File: config.mk
export PLATFORM = sky130hd
export DESIGN_NAME = magic_sync_length_deframer_flat
export DESIGN_NICKNAME = d
export VERILOG_FILES = /design/src/msld_pkg.sv /design/src/msld_if.sv /design/src/msld_parser.sv /design/src/magic_sync_length_deframer.sv /design/src/flat_wrapper.sv
export SDC_FILE = /design/constraint.sdc
export NUM_CORES = 1
export LEC_CHECK = 0
export BUFFER_PORTS_ARGS = -buffer_cell sky130_fd_sc_hd__buf_2
export CORE_ASPECT_RATIO = 1.4
export CORE_MARGIN = 1.5
export CORE_UTILIZATION = 35
export DETAILED_ROUTE_END_ITERATION = 10
export SYNTH_ARGS = -nofsm -noshare
export SYNTH_HDL_FRONTEND = slang
export SYNTH_HIERARCHICAL = 1
export SYNTH_SLANG_ARGS = --single-unit
File: constraint.sdc
create_clock -name i_clk -period 14 [get_ports i_clk]
set_input_delay 1.4 -clock i_clk [delete_from_list [all_inputs] [get_ports i_clk]]
set_output_delay 1.4 -clock i_clk [all_outputs]
set_load 0.01 [all_outputs]
File: src/msld_pkg.sv
`timescale 1ns / 1ps

package msld_pkg;

    localparam int HEADER_BYTES     = 16;
    localparam int TRAILER_BYTES    = 4;
    localparam int MAGIC_BYTES      = 4;
    localparam int LENGTH_FIELD_POS = 12;
    localparam int MIN_LENGTH       = HEADER_BYTES + TRAILER_BYTES + 1;

    localparam logic [31:0] MAGIC_WORD = 32'h4448_4156;

    typedef enum logic [1:0] {
        KIND_PAYLOAD = 2'd0,
        KIND_END_OK  = 2'd1,
        KIND_END_BAD = 2'd2,
        KIND_BAD_LEN = 2'd3
    } t_kind;

    typedef struct packed {
        logic        valid;
        t_kind       kind;
        logic [7:0]  payload_byte;
        logic [31:0] packet_length;
    } t_result;

endpackage

File: src/msld_if.sv
`timescale 1ns / 1ps

interface msld_byte_if;
    logic       valid;
    logic       ready;
    logic [7:0] stream_byte;

    modport source (output valid, output stream_byte, input ready);
    modport sink (input valid, input stream_byte, output ready);
endinterface

interface msld_result_if;
    logic        valid;
    logic        ready;
    logic [1:0]  result_kind;
    logic [7:0]  payload_byte;
    logic [31:0] packet_length;

    modport source (output valid, output result_kind, output payload_byte,
                    output packet_length, input ready);
    modport sink (input valid, input result_kind, input payload_byte,
                  input packet_length, output ready);
endinterface

File: src/msld_parser.sv
`timescale 1ns / 1ps

module msld_parser (
    input  logic              i_clk,
    input  logic              i_rst_n,
    input  logic              i_step,
    input  logic [7:0]        i_byte,
    output msld_pkg::t_result o_result
);
    import msld_pkg::*;

    typedef enum logic [1:0] {
        PH_HUNT   = 2'd0,
        PH_HEADER = 2'd1,
        PH_BODY   = 2'd2
    } t_phase;

    t_phase      r_phase, n_phase;
    logic [31:0] r_recent, n_recent;
    logic [31:0] r_idx, n_idx;
    logic [31:0] r_len, n_len;
    logic [31:0] r_trailer, n_trailer;
    t_result     n_result;

    always_comb begin
        n_phase   = r_phase;
        n_recent  = r_recent;
        n_idx     = r_idx;
        n_len     = r_len;
        n_trailer = r_trailer;
        n_result  = '0;

        unique case (r_phase)
            PH_HEADER: begin
                if (r_idx >= 32'(LENGTH_FIELD_POS)) begin
                    n_len = r_len | (32'(i_byte) << {r_idx[1:0], 3'b000});
                end
                if (r_idx >= 32'(HEADER_BYTES - 1)) begin
                    if (n_len < 32'(MIN_LENGTH)) begin
                        n_result.valid         = 1'b1;
                        n_result.kind          = KIND_BAD_LEN;
                        n_result.packet_length = n_len;
                        n_phase                = PH_HUNT;
                        n_recent               = '0;
                        n_idx                  = '0;
                    end else begin
                        n_phase   = PH_BODY;
                        n_idx     = 32'(HEADER_BYTES);
                        n_trailer = '0;
                    end
                end else begin
                    n_idx = r_idx + 32'd1;
                end
            end
            PH_BODY: begin
                if (r_idx < r_len - 32'(TRAILER_BYTES)) begin
                    n_result.valid        = 1'b1;
                    n_result.kind         = KIND_PAYLOAD;
                    n_result.payload_byte = i_byte;
                    n_idx                 = r_idx + 32'd1;
                end else begin
                    n_trailer = {i_byte, r_trailer[31:8]};
                    if (r_idx >= r_len - 32'd1) begin
                        n_result.valid         = 1'b1;
                        n_result.kind          = (n_trailer == r_len) ? KIND_END_OK
                                                                      : KIND_END_BAD;
                        n_result.packet_length = r_len;
                        n_phase                = PH_HUNT;
                        n_recent               = '0;
                        n_idx                  = '0;
                    end else begin
                        n_idx = r_idx + 32'd1;
                    end
                end
            end
            default: begin
                n_recent = {r_recent[23:0], i_byte};
                if (n_recent == MAGIC_WORD) begin
                    n_phase  = PH_HEADER;
                    n_idx    = 32'(MAGIC_BYTES);
                    n_len    = '0;
                    n_recent = '0;
                end else begin
                    n_phase = PH_HUNT;
                end
            end
        endcase
    end

    always_ff @(posedge i_clk) begin
        if (!i_rst_n) begin
            r_phase   <= PH_HUNT;
            r_recent  <= '0;
            r_idx     <= '0;
            r_len     <= '0;
            r_trailer <= '0;
        end else if (i_step) begin
            r_phase   <= n_phase;
            r_recent  <= n_recent;
            r_idx     <= n_idx;
            r_len     <= n_len;
            r_trailer <= n_trailer;
        end
    end

    assign o_result = n_result;

endmodule

File: src/magic_sync_length_deframer.sv
`timescale 1ns / 1ps

// Channel    Port      Direction  Word
// ---------  --------  ---------  -------------------------------------------
// stream     i_byte    in         stream_byte
// results    o_result  out        result_kind, payload_byte, packet_length
//
// One byte is taken every cycle while the result side keeps up.
// A byte passes an input register, then the parser updates its state and
// loads the result register.
// Reset returns the parser to the magic search with an empty window.
// A stalled result holds the result register; one more byte waits in the
// input register before the stream side sees ready drop.

module magic_sync_length_deframer (
    input  logic                 i_clk,
    input  logic                 i_rst_n,
    msld_byte_if.sink            i_byte,
    msld_result_if.source        o_result
);
    import msld_pkg::*;

    logic       r_in_valid;
    logic [7:0] r_in_byte;
    t_result    r_out;
    t_result    parser_result;
    logic       step;

    assign step         = r_in_valid && (!r_out.valid || o_result.ready);
    assign i_byte.ready = !r_in_valid || step;

    msld_parser u_parser (
        .i_clk    (i_clk),
        .i_rst_n  (i_rst_n),
        .i_step   (step),
        .i_byte   (r_in_byte),
        .o_result (parser_result)
    );

    always_ff @(posedge i_clk) begin
        if (!i_rst_n) begin
            r_in_valid <= 1'b0;
        end else if (i_byte.valid && i_byte.ready) begin
            r_in_valid <= 1'b1;
        end else if (step) begin
            r_in_valid <= 1'b0;
        end
    end

    always_ff @(posedge i_clk) begin
        if (i_byte.valid && i_byte.ready) begin
            r_in_byte <= i_byte.stream_byte;
        end
    end

    always_ff @(posedge i_clk) begin
        if (!i_rst_n) begin
            r_out <= '0;
        end else if (step) begin
            r_out <= parser_result;
        end else if (o_result.ready) begin
            r_out.valid <= 1'b0;
        end
    end

    assign o_result.valid         = r_out.valid;
    assign o_result.result_kind   = r_out.kind;
    assign o_result.payload_byte  = r_out.payload_byte;
    assign o_result.packet_length = r_out.packet_length;

endmodule

File: src/flat_wrapper.sv
// flat-port wrapper written by rule: the top's interface ports become plain ports
module magic_sync_length_deframer_flat import msld_pkg::*;
  (i_clk, i_rst_n, i_byte_valid, i_byte_stream_byte, i_byte_ready, o_result_valid, o_result_result_kind, o_result_payload_byte, o_result_packet_length, o_result_ready);
  msld_byte_if i_byte_i ();
  msld_result_if o_result_i ();
  input  logic i_clk;
  input  logic i_rst_n;
  input wire logic [$bits(i_byte_i.valid)-1:0] i_byte_valid;
  input wire logic [$bits(i_byte_i.stream_byte)-1:0] i_byte_stream_byte;
  output wire logic [$bits(i_byte_i.ready)-1:0] i_byte_ready;
  output wire logic [$bits(o_result_i.valid)-1:0] o_result_valid;
  output wire logic [$bits(o_result_i.result_kind)-1:0] o_result_result_kind;
  output wire logic [$bits(o_result_i.payload_byte)-1:0] o_result_payload_byte;
  output wire logic [$bits(o_result_i.packet_length)-1:0] o_result_packet_length;
  input wire logic [$bits(o_result_i.ready)-1:0] o_result_ready;
  assign i_byte_i.valid = i_byte_valid;
  assign i_byte_i.stream_byte = i_byte_stream_byte;
  assign i_byte_ready = i_byte_i.ready;
  assign o_result_valid = o_result_i.valid;
  assign o_result_result_kind = o_result_i.result_kind;
  assign o_result_payload_byte = o_result_i.payload_byte;
  assign o_result_packet_length = o_result_i.packet_length;
  assign o_result_i.ready = o_result_ready;
  magic_sync_length_deframer u_core (.i_clk(i_clk), .i_rst_n(i_rst_n), .i_byte(i_byte_i), .o_result(o_result_i));
endmodule
==> results of run 1 <==
-- area by class of cell --
type                    instances  share of cell area [%]
repair buffers                 65                    3.14
well taps                     375                    4.17
inverters                      18                   0.600
clock inverters                14                    1.45
clock buffers                  18                    3.90
flip-flops and latches        166                    30.2
multi-input cells             941                    56.5
-- power by group through the flow --
stage	combinational (mW)	clock, mW	sequential [mW]
6_report	0.0391	0.490	0.488
5_1_grt	0.0423	0.516	0.488
4_1_cts	0.0393	0.501	0.488
3_5_place_dp	0.0391	0	0.499
3_3_place_gp	0.0388	0	0.499
2_1_floorplan	0.0332	0	0.493
-- layer usage --
layer,global-route usage [%],part of all wire (%),up-vias,routed length (um)
met5,0,0,-,0
met3,2.37,3.1,53,851
met4,9.86,3.9,0,1090
met1,21.9,43,4097,11900
met2,32.7,50,183,13900
li1,-,-,4241,-
-- cells by family after synthesis --
| family | count (synthesis) | share of synthesized area (%) |
|---|---|---|
| AO/OA/AOI/OAI | 203 | 13.4 |
| XOR/XNOR | 97 | 8.29 |
| adder cells (fa/ha/maj) | 71 | 8.67 |
| buffers and inverters | 105 | 4.91 |
| flip-flops | 166 | 33.2 |
| multiplexers | 70 | 6.85 |
| AND/OR/NAND/NOR | 500 | 24.7 |
-- cells in the mapped netlist (all sizes together) (24+ instances only) --
library cell  count
nor2             90
xor2             30
a22o             53
buf              35
a21oi            72
clkbuf           52
mux2i            69
xnor2            67
ha               71
and2             39
nand3            35
o21ai            34
dfxtp           158
nor4             24
nand2           195
nor3             25
-- stage by stage --
| stage | instance area, sq um | hold WS, ns |
|---|---|---|
| 6_report | 11300 | 0.455 |
| 5_1_grt | 11300 | 0.471 |
| 4_1_cts | 11300 | 0.459 |
| 3_5_place_dp | 10700 | 0.443 |
| 3_3_place_gp | 10700 | 0.439 |
| 2_1_floorplan | 10300 | 0.430 |
-- final timing paths --
path / start / endpoint / slack (ns) / cells after the start
max: u_core/u_parser/r_len[2] / u_core/o_result.packet_length[13] / 7.99 / 21
min: u_core/o_result.packet_length[5] / u_core/o_result.packet_length[5] / 0.46 / 2
max reg2reg: u_core/u_parser/r_len[2] / u_core/o_result.packet_length[13] / 7.99 / 21
min reg2reg: u_core/o_result.packet_length[5] / u_core/o_result.packet_length[5] / 0.46 / 2
-- worst register-to-register path: stages (launching register included) --
cell and delay [ns]:
dfxtp_1 0.45, inv_1 0.14, ha_1 0.21, nor3b_2 0.25
and2_1 0.27, nand3_2 0.18, nor3_4 0.26, nand3_1 0.18
nor3_1 0.46, nand2_1 0.12, xor2_1 0.17, ha_1 0.33
nand4_1 0.14, nor4_1 0.56, a22oi_1 0.17, o211ai_1 0.31
o21ai_0 0.27, or2_1 0.33, nor2_2 0.70, and2_1 0.26
nand2_1 0.05, mux2i_1 0.15
-- sequential cells by signal, indices dropped and copies added (netlist names) --
signal                         flops
u_core/u_parser/r_phase            2
u_core/o_result.result_kind        2
u_core/u_parser/r_trailer         24
u_core/o_result.valid              1
u_core/u_parser/r_idx             32
u_core/u_parser/r_len             32
u_core/o_result.packet_length     32
u_core/r_in_valid                  1
u_core/r_in_byte                   8
u_core/u_parser/r_recent          24
u_core/o_result.payload_byte       8
-- placed cells by master (no fill, tap or decap), drive strengths merged, types with 13 or more instances in the layout --
cell type,n
nand3,35
o21ai,34
xor2,30
nand2,195
inv,25
nor4,24
and2,39
clkbuf,18
and3,17
buf,65
ha,71
mux2i,69
nor2b,13
nor3,25
a21oi,72
dfxtp,158
nand4,21
nor2,90
xnor2,67
a22o,53
==> results.toml, run 1 <==
[power_and_ir_drop]
seqPwrFrac_pct = 48.0
sw_frac_of_total_pct = 24.7
switchingPower_mw = 0.251
intPower_mw = 0.766
combPwrFrac_pct = 3.8
p_leak_nw = 4.86
totalPowerFinal_mw = 1.02
pwr-share-clk_pct = 48.2
power_density_nw_per_um2 = 90.4
vdd_drop_max_mv = 0.0847

[timing]
min_period_ns = 6.01
finalSetupTns_ns = 0
hold_violations = 0
setup_violations = 0
fin_ws_ns = 7.99
maxSlewHeadroom_pct = 29.8
fin_crit_sh_pct = 42.9
tightest_slew_ns = 1.05
grt_setup_unrepaired = "no"
timing.fmax_ghz = 0.167
finalClockSkew_ns = 0.00876
timing.final.max_slew_violations = 0

[routing]
via_count = 8574
antenna_left = 0
drt_iter0_drc = 552
drc = 0
first_pass_iters = 5
routedWlPerCell_um = 17.4
routed_wl_mm = 27.7
post_drt_via_cell_ratio = 5.37

[floorplan]
initial_utilization_pct = 35.9
die_w_um = 148
io_pins = 56
die_area_sq_um = 30300
core_area_sq_um = 28600
die_y_um = 205
row_count = 73

[yosys]
ys_seq_area_share_pct = 33.2
ys_seq_elements = 166
synthDistinctLibCells = 77
synth_flop_cell = "dfxtp_1"
synthCells = 1212
yosysTopAreaCell = "dfxtp_1"
ys_warn_count = 6
syn_avg_cell_area_sq_um = 8.46
syn_nets = 1295
synth_edf_count = 8
async_reset_ff_share_pct = 0
synth_top_area_share_pct = 30.9
synth_top_cells_by_area = "dfxtp_1, ha_1, nand2_1"
syn_area_sq_um = 10300

[finish]
area_growth_pct = 9.76
finish.utilization_pct = 39.4
fin_nets = 1292
n_fill_cell = 2899
multi_input_area_sq_um = 6360
drive_above_1_share_pct = 10.6
final_cells = 1597
area.sequential_sq_um = 3400
n_antenna_cell = 0

[global_routing]
grt_pass1_vias = 8240
grt_max_degree = 112
grt-ovfl-total = 0
antenna_found_initial = 0
grt_pass1_wl_mm = 44.0
track_usage_pct = 18.6

[critical_path]
crit_fanout = 27
critPathMaxStageDelay_ns = 0.69
critPathCaptureType = "flip-flop"
crit_buf_inv = 1
slowest_stage = "nor2_2"
path_class = "flip-flop to flip-flop"
startpoint_type = "flip-flop"
path_delay_family = "simple AND/OR/NAND/NOR gates"
crit_path_cell_trace = "inv_1 -> ha_1 -> nor3b_2 -> and2_1 -> nand3_2 -> nor3_4 -> nand3_1 -> nor3_1 -> nand2_1 -> xor2_1 -> ha_1 -> nand4_1 -> nor4_1 -> a22oi_1 -> o211ai_1 -> o21ai_0 -> or2_1 -> nor2_2 -> and2_1 -> nand2_1 -> mux2i_1"
required_ns = 14.38
cp.arrival_ns = 6.39

[clock_network]
cts_buffers = 17
clock_tree.root_cell = "clkbuf_16"
cts_resized = 0
cts.clk_slew.worst_paths_ns = 0.07
cts_sinks = 166
cts_buffer_depth = 2
clock_latency_ns = 0.45
cts_hold_buf = 0
cts_tree = "yes"
post-cts-setup-buffers = 0
htreeDepth = 4

[placement]
globalplace.congestion = 0.917
io_buffers = 55
dp_cells = 1565
pre_cts_ws_ns = 7.98
dpl.hpwl_mm = 20.0

[flow_run]
cap_violations = 0

[status]
status = "finished clean"

[worst_hold_path]
hold_path_class = "flip-flop to flip-flop"
Note: power is estimated with default switching activity, not from simulation.
==> run 2, diff against run 1 <==
==> constraint.sdc (replaced) <==
create_clock -name i_clk -period 5.2 [get_ports i_clk]
set_input_delay 0.52 -clock i_clk [delete_from_list [all_inputs] [get_ports i_clk]]
set_output_delay 0.52 -clock i_clk [all_outputs]
set_load 0.01 [all_outputs]
==> results.toml, run 2 (same netlist as run 1, synthesis figures left out) <==
[status]
status = "finished clean"

[finish]
layout_commonest_cell = "nand2_1"
area.sequential_sq_um = 3400
multi_input_area_sq_um = 6400
finish.utilization_pct = 40.2
fin_nets = 1312
drive_above_1_share_pct = 12.4
area_growth_pct = 12.0
final_cell_mix = "nand2_1, dfxtp_1, nor2_1, a21oi_1, ha_1"
n_antenna_cell = 0
n_fill_cell = 2890

[timing]
fin_crit_sh_pct = 92.9
finalClockSkew_ns = 0.0109
min_period_ns = 4.83
timing.final.max_slew_violations = 0
fin_ws_ns = 0.371
tightest_slew_ns = 0.820
maxSlewHeadroom_pct = 45.3
hold_violations = 0
setup_violations = 0
timing.fmax_ghz = 0.207

[routing]
routedWlPerCell_um = 17.6
post_drt_via_cell_ratio = 5.40
first_pass_iters = 5
drc = 0
wl_met3_um = 895
drt_iter0_drc = 483
route.met2.wl_mm = 14.2
via_count = 8738
top_layer = "met4"
routed_wl_mm = 28.4
wl_met1_mm = 12.0
antenna_left = 0

[clock_network]
cts_tree = "yes"
cts_buffer_depth = 2
cts_hold_buf = 0
cts_sinks = 166
cts_buffers = 17
cts.clk_slew.worst_paths_ns = 0.07
clock_latency_ns = 0.45
clock_tree.root_cell = "clkbuf_16"
htreeDepth = 4

[floorplan]
die_area_sq_um = 30300
core_area_sq_um = 28600
row_count = 73
die_w_um = 148
io_pins = 56
initial_utilization_pct = 35.9
die_y_um = 205

[power_and_ir_drop]
combPwrFrac_pct = 3.8
intPower_mw = 2.05
p_leak_nw = 5.00
switchingPower_mw = 0.678
seqPwrFrac_pct = 48.3
pwr-share-clk_pct = 47.9
sw_frac_of_total_pct = 24.8
vdd_drop_max_mv = 0.219
power_density_nw_per_um2 = 238

[critical_path]
crit_fanout = 27
crit_path_cell_trace = "inv_1 -> ha_1 -> nor3b_4 -> and2_2 -> nand3_2 -> nor3_4 -> nand3_2 -> nor3_4 -> nand2_1 -> xor2_1 -> ha_1 -> nand4_1 -> nor4_2 -> buf_4 -> o211ai_1 -> a31oi_2 -> nor2_1 -> or2_1 -> nor2_2 -> buf_12 -> and2_1 -> nand2_1 -> mux2i_1"
cp.arrival_ns = 5.20
r2r_slack_ns = 0.37
critPathCaptureType = "flip-flop"
crit_buf_inv = 3
path_delay_family = "simple AND/OR/NAND/NOR gates"
startpoint_type = "flip-flop"
critPathMaxStageDelay_ns = 0.33
required_ns = 5.57
path_class = "flip-flop to flip-flop"
slowest_stage = "nor3_4"

[worst_hold_path]
hold_path_class = "input pin to flip-flop"

[global_routing]
grt_pass1_vias = 8548
grt-ovfl-total = 0
grt_max_degree = 86
track_usage_pct = 19.3
grt_pass1_wl_mm = 45.9
antenna_found_initial = 0

[placement]
dpl.hpwl_mm = 20.3
io_buffers = 55
globalplace.congestion = 0.910
pre_cts_ws_ns = 0.0199

[flow_run]
cap_violations = 0
## run 2: changes by cell type in the layout (fill, tap and decap cells not counted), sizes merged
cell,delta
buf,+20
inv,-1
clkinv,+2
clkinvlp,-1
## run 2: power by group through the flow
stage	sequential (mW)	combinational [mW]	clock, mW
global placement	1.35	0.104	0
CTS	1.32	0.105	1.33
global route	1.32	0.114	1.38
floorplan	1.33	0.0894	0
detailed placement	1.35	0.105	0
finish	1.32	0.105	1.31
## run 2: final cells by class
class	instances	share of cell area [%]
Tap cell	375	4.09
Timing Repair Buffer	85	4.82
Clock inverter	14	1.43
Clock buffer	18	3.74
Inverter	18	0.588
Sequential cell	166	29.6
Multi-Input combinational cell	941	55.7
## run 2: metrics by stage
step                TNS (ns)  power [mW]  cell area [sq um]  cells  hold WS, ns
floorplan                  0        1.42              10300   1212        0.430
global placement           0        1.45              10800   1583        0.440
detailed placement         0        1.45              10800   1583        0.445
CTS                        0        2.76              11400   1615        0.229
global route         -0.0894        2.81              11500   1617        0.242
finish                     0        2.73              11500   1617        0.249
## run 2: per-layer routing
metal	vias to the layer above	track usage [%]
li1	4275	-
met1	4186	22.6
met2	210	33.8
met3	67	2.42
met4	0	11.2
met5	-	0
## run 2: worst paths after layout
path	from	end	depth (start not counted)
hold / removal	i_byte_stream_byte[3]	u_core/r_in_byte[3]	1
hold reg to reg	u_core/o_result.packet_length[27]	u_core/o_result.packet_length[27]	2
setup / recovery	u_core/u_parser/r_len[2]	u_core/o_result.packet_length[14]	23
setup reg to reg	u_core/u_parser/r_len[2]	u_core/o_result.packet_length[14]	23
## run 2: what timing repair did
item,in CTS,in global routing
setup endpoints to repair,5,92
buffers inserted,0,2
resized for setup,1,7
pin swaps,0,3
==> run 3, diff against run 2 <==
--- a/config.mk
+++ b/config.mk
@@ -10,6 +10,7 @@
 export CORE_MARGIN = 1.5
 export CORE_UTILIZATION = 35
 export DETAILED_ROUTE_END_ITERATION = 10
+export PLACE_DENSITY = 0.56
 export SYNTH_ARGS = -nofsm -noshare
 export SYNTH_HDL_FRONTEND = slang
 export SYNTH_HIERARCHICAL = 1
==> results.toml, run 3 (same netlist as run 1, synthesis figures left out) <==
[placement]
pre_cts_ws_ns = -0.0223
dp_cells = 1587
dpl.hpwl_mm = 20.5
globalplace.congestion = 0.884
io_buffers = 55

[timing]
setup_violations = 0
maxSlewHeadroom_pct = 25.1
fin_crit_sh_pct = 92.7
timing.fmax_ghz = 0.207
min_period_ns = 4.82
hold_violations = 0
finalClockSkew_ns = 0.00800
fin_ws_ns = 0.380
tightest_slew_ns = 1.12
timing.final.max_slew_violations = 0

[power_and_ir_drop]
power_density_nw_per_um2 = 236
vdd_drop_max_mv = 0.241
p_leak_nw = 5.01

[critical_path]
cp.arrival_ns = 5.19
startpoint_type = "flip-flop"
required_ns = 5.57
crit_fanout = 27
ff2ff_path_depth = 20
r2r_end = "u_core/o_result.packet_length[5]"
critPathCaptureType = "flip-flop"
r2r_start = "u_core/u_parser/r_len[2]"
path_class = "flip-flop to flip-flop"
r2r_slack_ns = 0.38

[worst_hold_path]
min_path_cells = 1
hp-start = "i_byte_stream_byte[2]"
hold_path_class = "input pin to flip-flop"
min_to = "u_core/r_in_byte[2]"

[floorplan]
die_area_sq_um = 30300
io_pins = 56
initial_utilization_pct = 35.9
die_w_um = 148
die_y_um = 205
core_area_sq_um = 28600
row_count = 73

[finish]
final_cell_mix = "nand2_1, dfxtp_1, nor2_1, a21oi_1, ha_1"
n_fill_cell = 2936
area_growth_pct = 12.2
fin_nets = 1314
layout_commonest_cell = "nand2_1"
finish.utilization_pct = 40.2
drive_above_1_share_pct = 12.6
n_antenna_cell = 0
final_cells = 1619

[global_routing]
grt-ovfl-total = 0
grt_pass1_vias = 8414
antenna_found_initial = 0
grt_max_degree = 117
track_usage_pct = 19.4
grt_pass1_wl_mm = 46.1

[routing]
routed_wl_mm = 28.7
post_drt_via_cell_ratio = 5.34
drc = 0
routedWlPerCell_um = 17.7
antenna_left = 0
via_count = 8644
first_pass_iters = 5
drt_iter0_drc = 633

[clock_network]
clock_tree.root_cell = "clkbuf_16"
clock_latency_ns = 0.45
cts_tree = "yes"
cts_buffer_depth = 2
cts_sinks = 166
cts_hold_buf = 0
cts.clk_slew.worst_paths_ns = 0.07
cts_buffers = 17
htreeDepth = 4

[status]
status = "finished clean"

[flow_run]
cap_violations = 0
## run 3: power by group
group	internal, mW	switching, mW	total, mW
clock	0.682	0.607	1.29
sequential	1.29	0.0257	1.32
combinational	0.0369	0.0675	0.104
## run 3: routing by layer
layer | wire length (um) | vias to the layer above | global-route usage, %
li1 | - | 4286 | -
met1 | 12600 | 4145 | 23.7
met2 | 14300 | 166 | 33.9
met3 | 824 | 47 | 2.42
met4 | 967 | 0 | 9.04
met5 | 0 | - | 0
## run 3: through the flow
stage	total power [mW]	TNS, ns	hold slack (ns)	area [sq um]
after floorplan	1.42	0	0.430	10300
after global placement	1.45	0	0.441	10900
after detailed placement	1.45	-0.0913	0.447	10900
after CTS	2.74	0	0.229	11500
after global routing	2.80	-0.00318	0.233	11500
final	2.71	0	0.247	11500
## run 3: cell type report
class	instances	area, sq um	share of cell area, %
multi-input cells	941	6400	55.7
flip-flops and latches	166	3400	29.6
repair buffers	87	568	4.94
well taps	375	469	4.08
clock buffers	17	425	3.70
clock inverters	15	164	1.43
inverters	18	67.6	0.588
## run 3: how the worst max path moves through the flow
stage | from | cells past startpoint | slack (ns) | end
2_1_floorplan | u_core/u_parser/r_len[2] | 23 | 0.53 | u_core/o_result.packet_length[13]
3_3_place_gp | u_core/u_parser/r_len[2] | 21 | 0.11 | u_core/o_result.packet_length[3]
3_5_place_dp | u_core/u_parser/r_len[2] | 21 | -0.02 | u_core/o_result.packet_length[3]
4_1_cts | u_core/u_parser/r_len[2] | 21 | 0.11 | u_core/o_result.packet_length[3]
5_1_grt | u_core/u_parser/r_len[2] | 22 | -0.002 | u_core/o_result.packet_length[15]
6_report | u_core/u_parser/r_len[2] | 20 | 0.38 | u_core/o_result.packet_length[5]
## run 3: what timing repair did
action / 4_1_cts / 5_1_grt
resized for setup: 1 / 7
buffers inserted: 0 / 0
gates cloned: 0 / 0
endpoints found under the setup margin: 5 / 112
pin swaps: 0 / 3
## run 3: critical path, cell delays in order (launching register included)
cell      delay (ns)
dfxtp_1         0.31
buf_4           0.18
nor3_1          0.20
nand2_1         0.14
or3_1           0.41
or3_1           0.48
nor2_1          0.29
nand2_1         0.11
xor2_1          0.17
ha_1            0.33
nand4_1         0.19
nor4_4          0.37
o211ai_1        0.19
a31oi_2         0.29
nor2_1          0.08
or2_1           0.32
nor2_2          0.16
buf_12          0.17
and2_1          0.14
nand2_1         0.05
mux2i_1         0.17
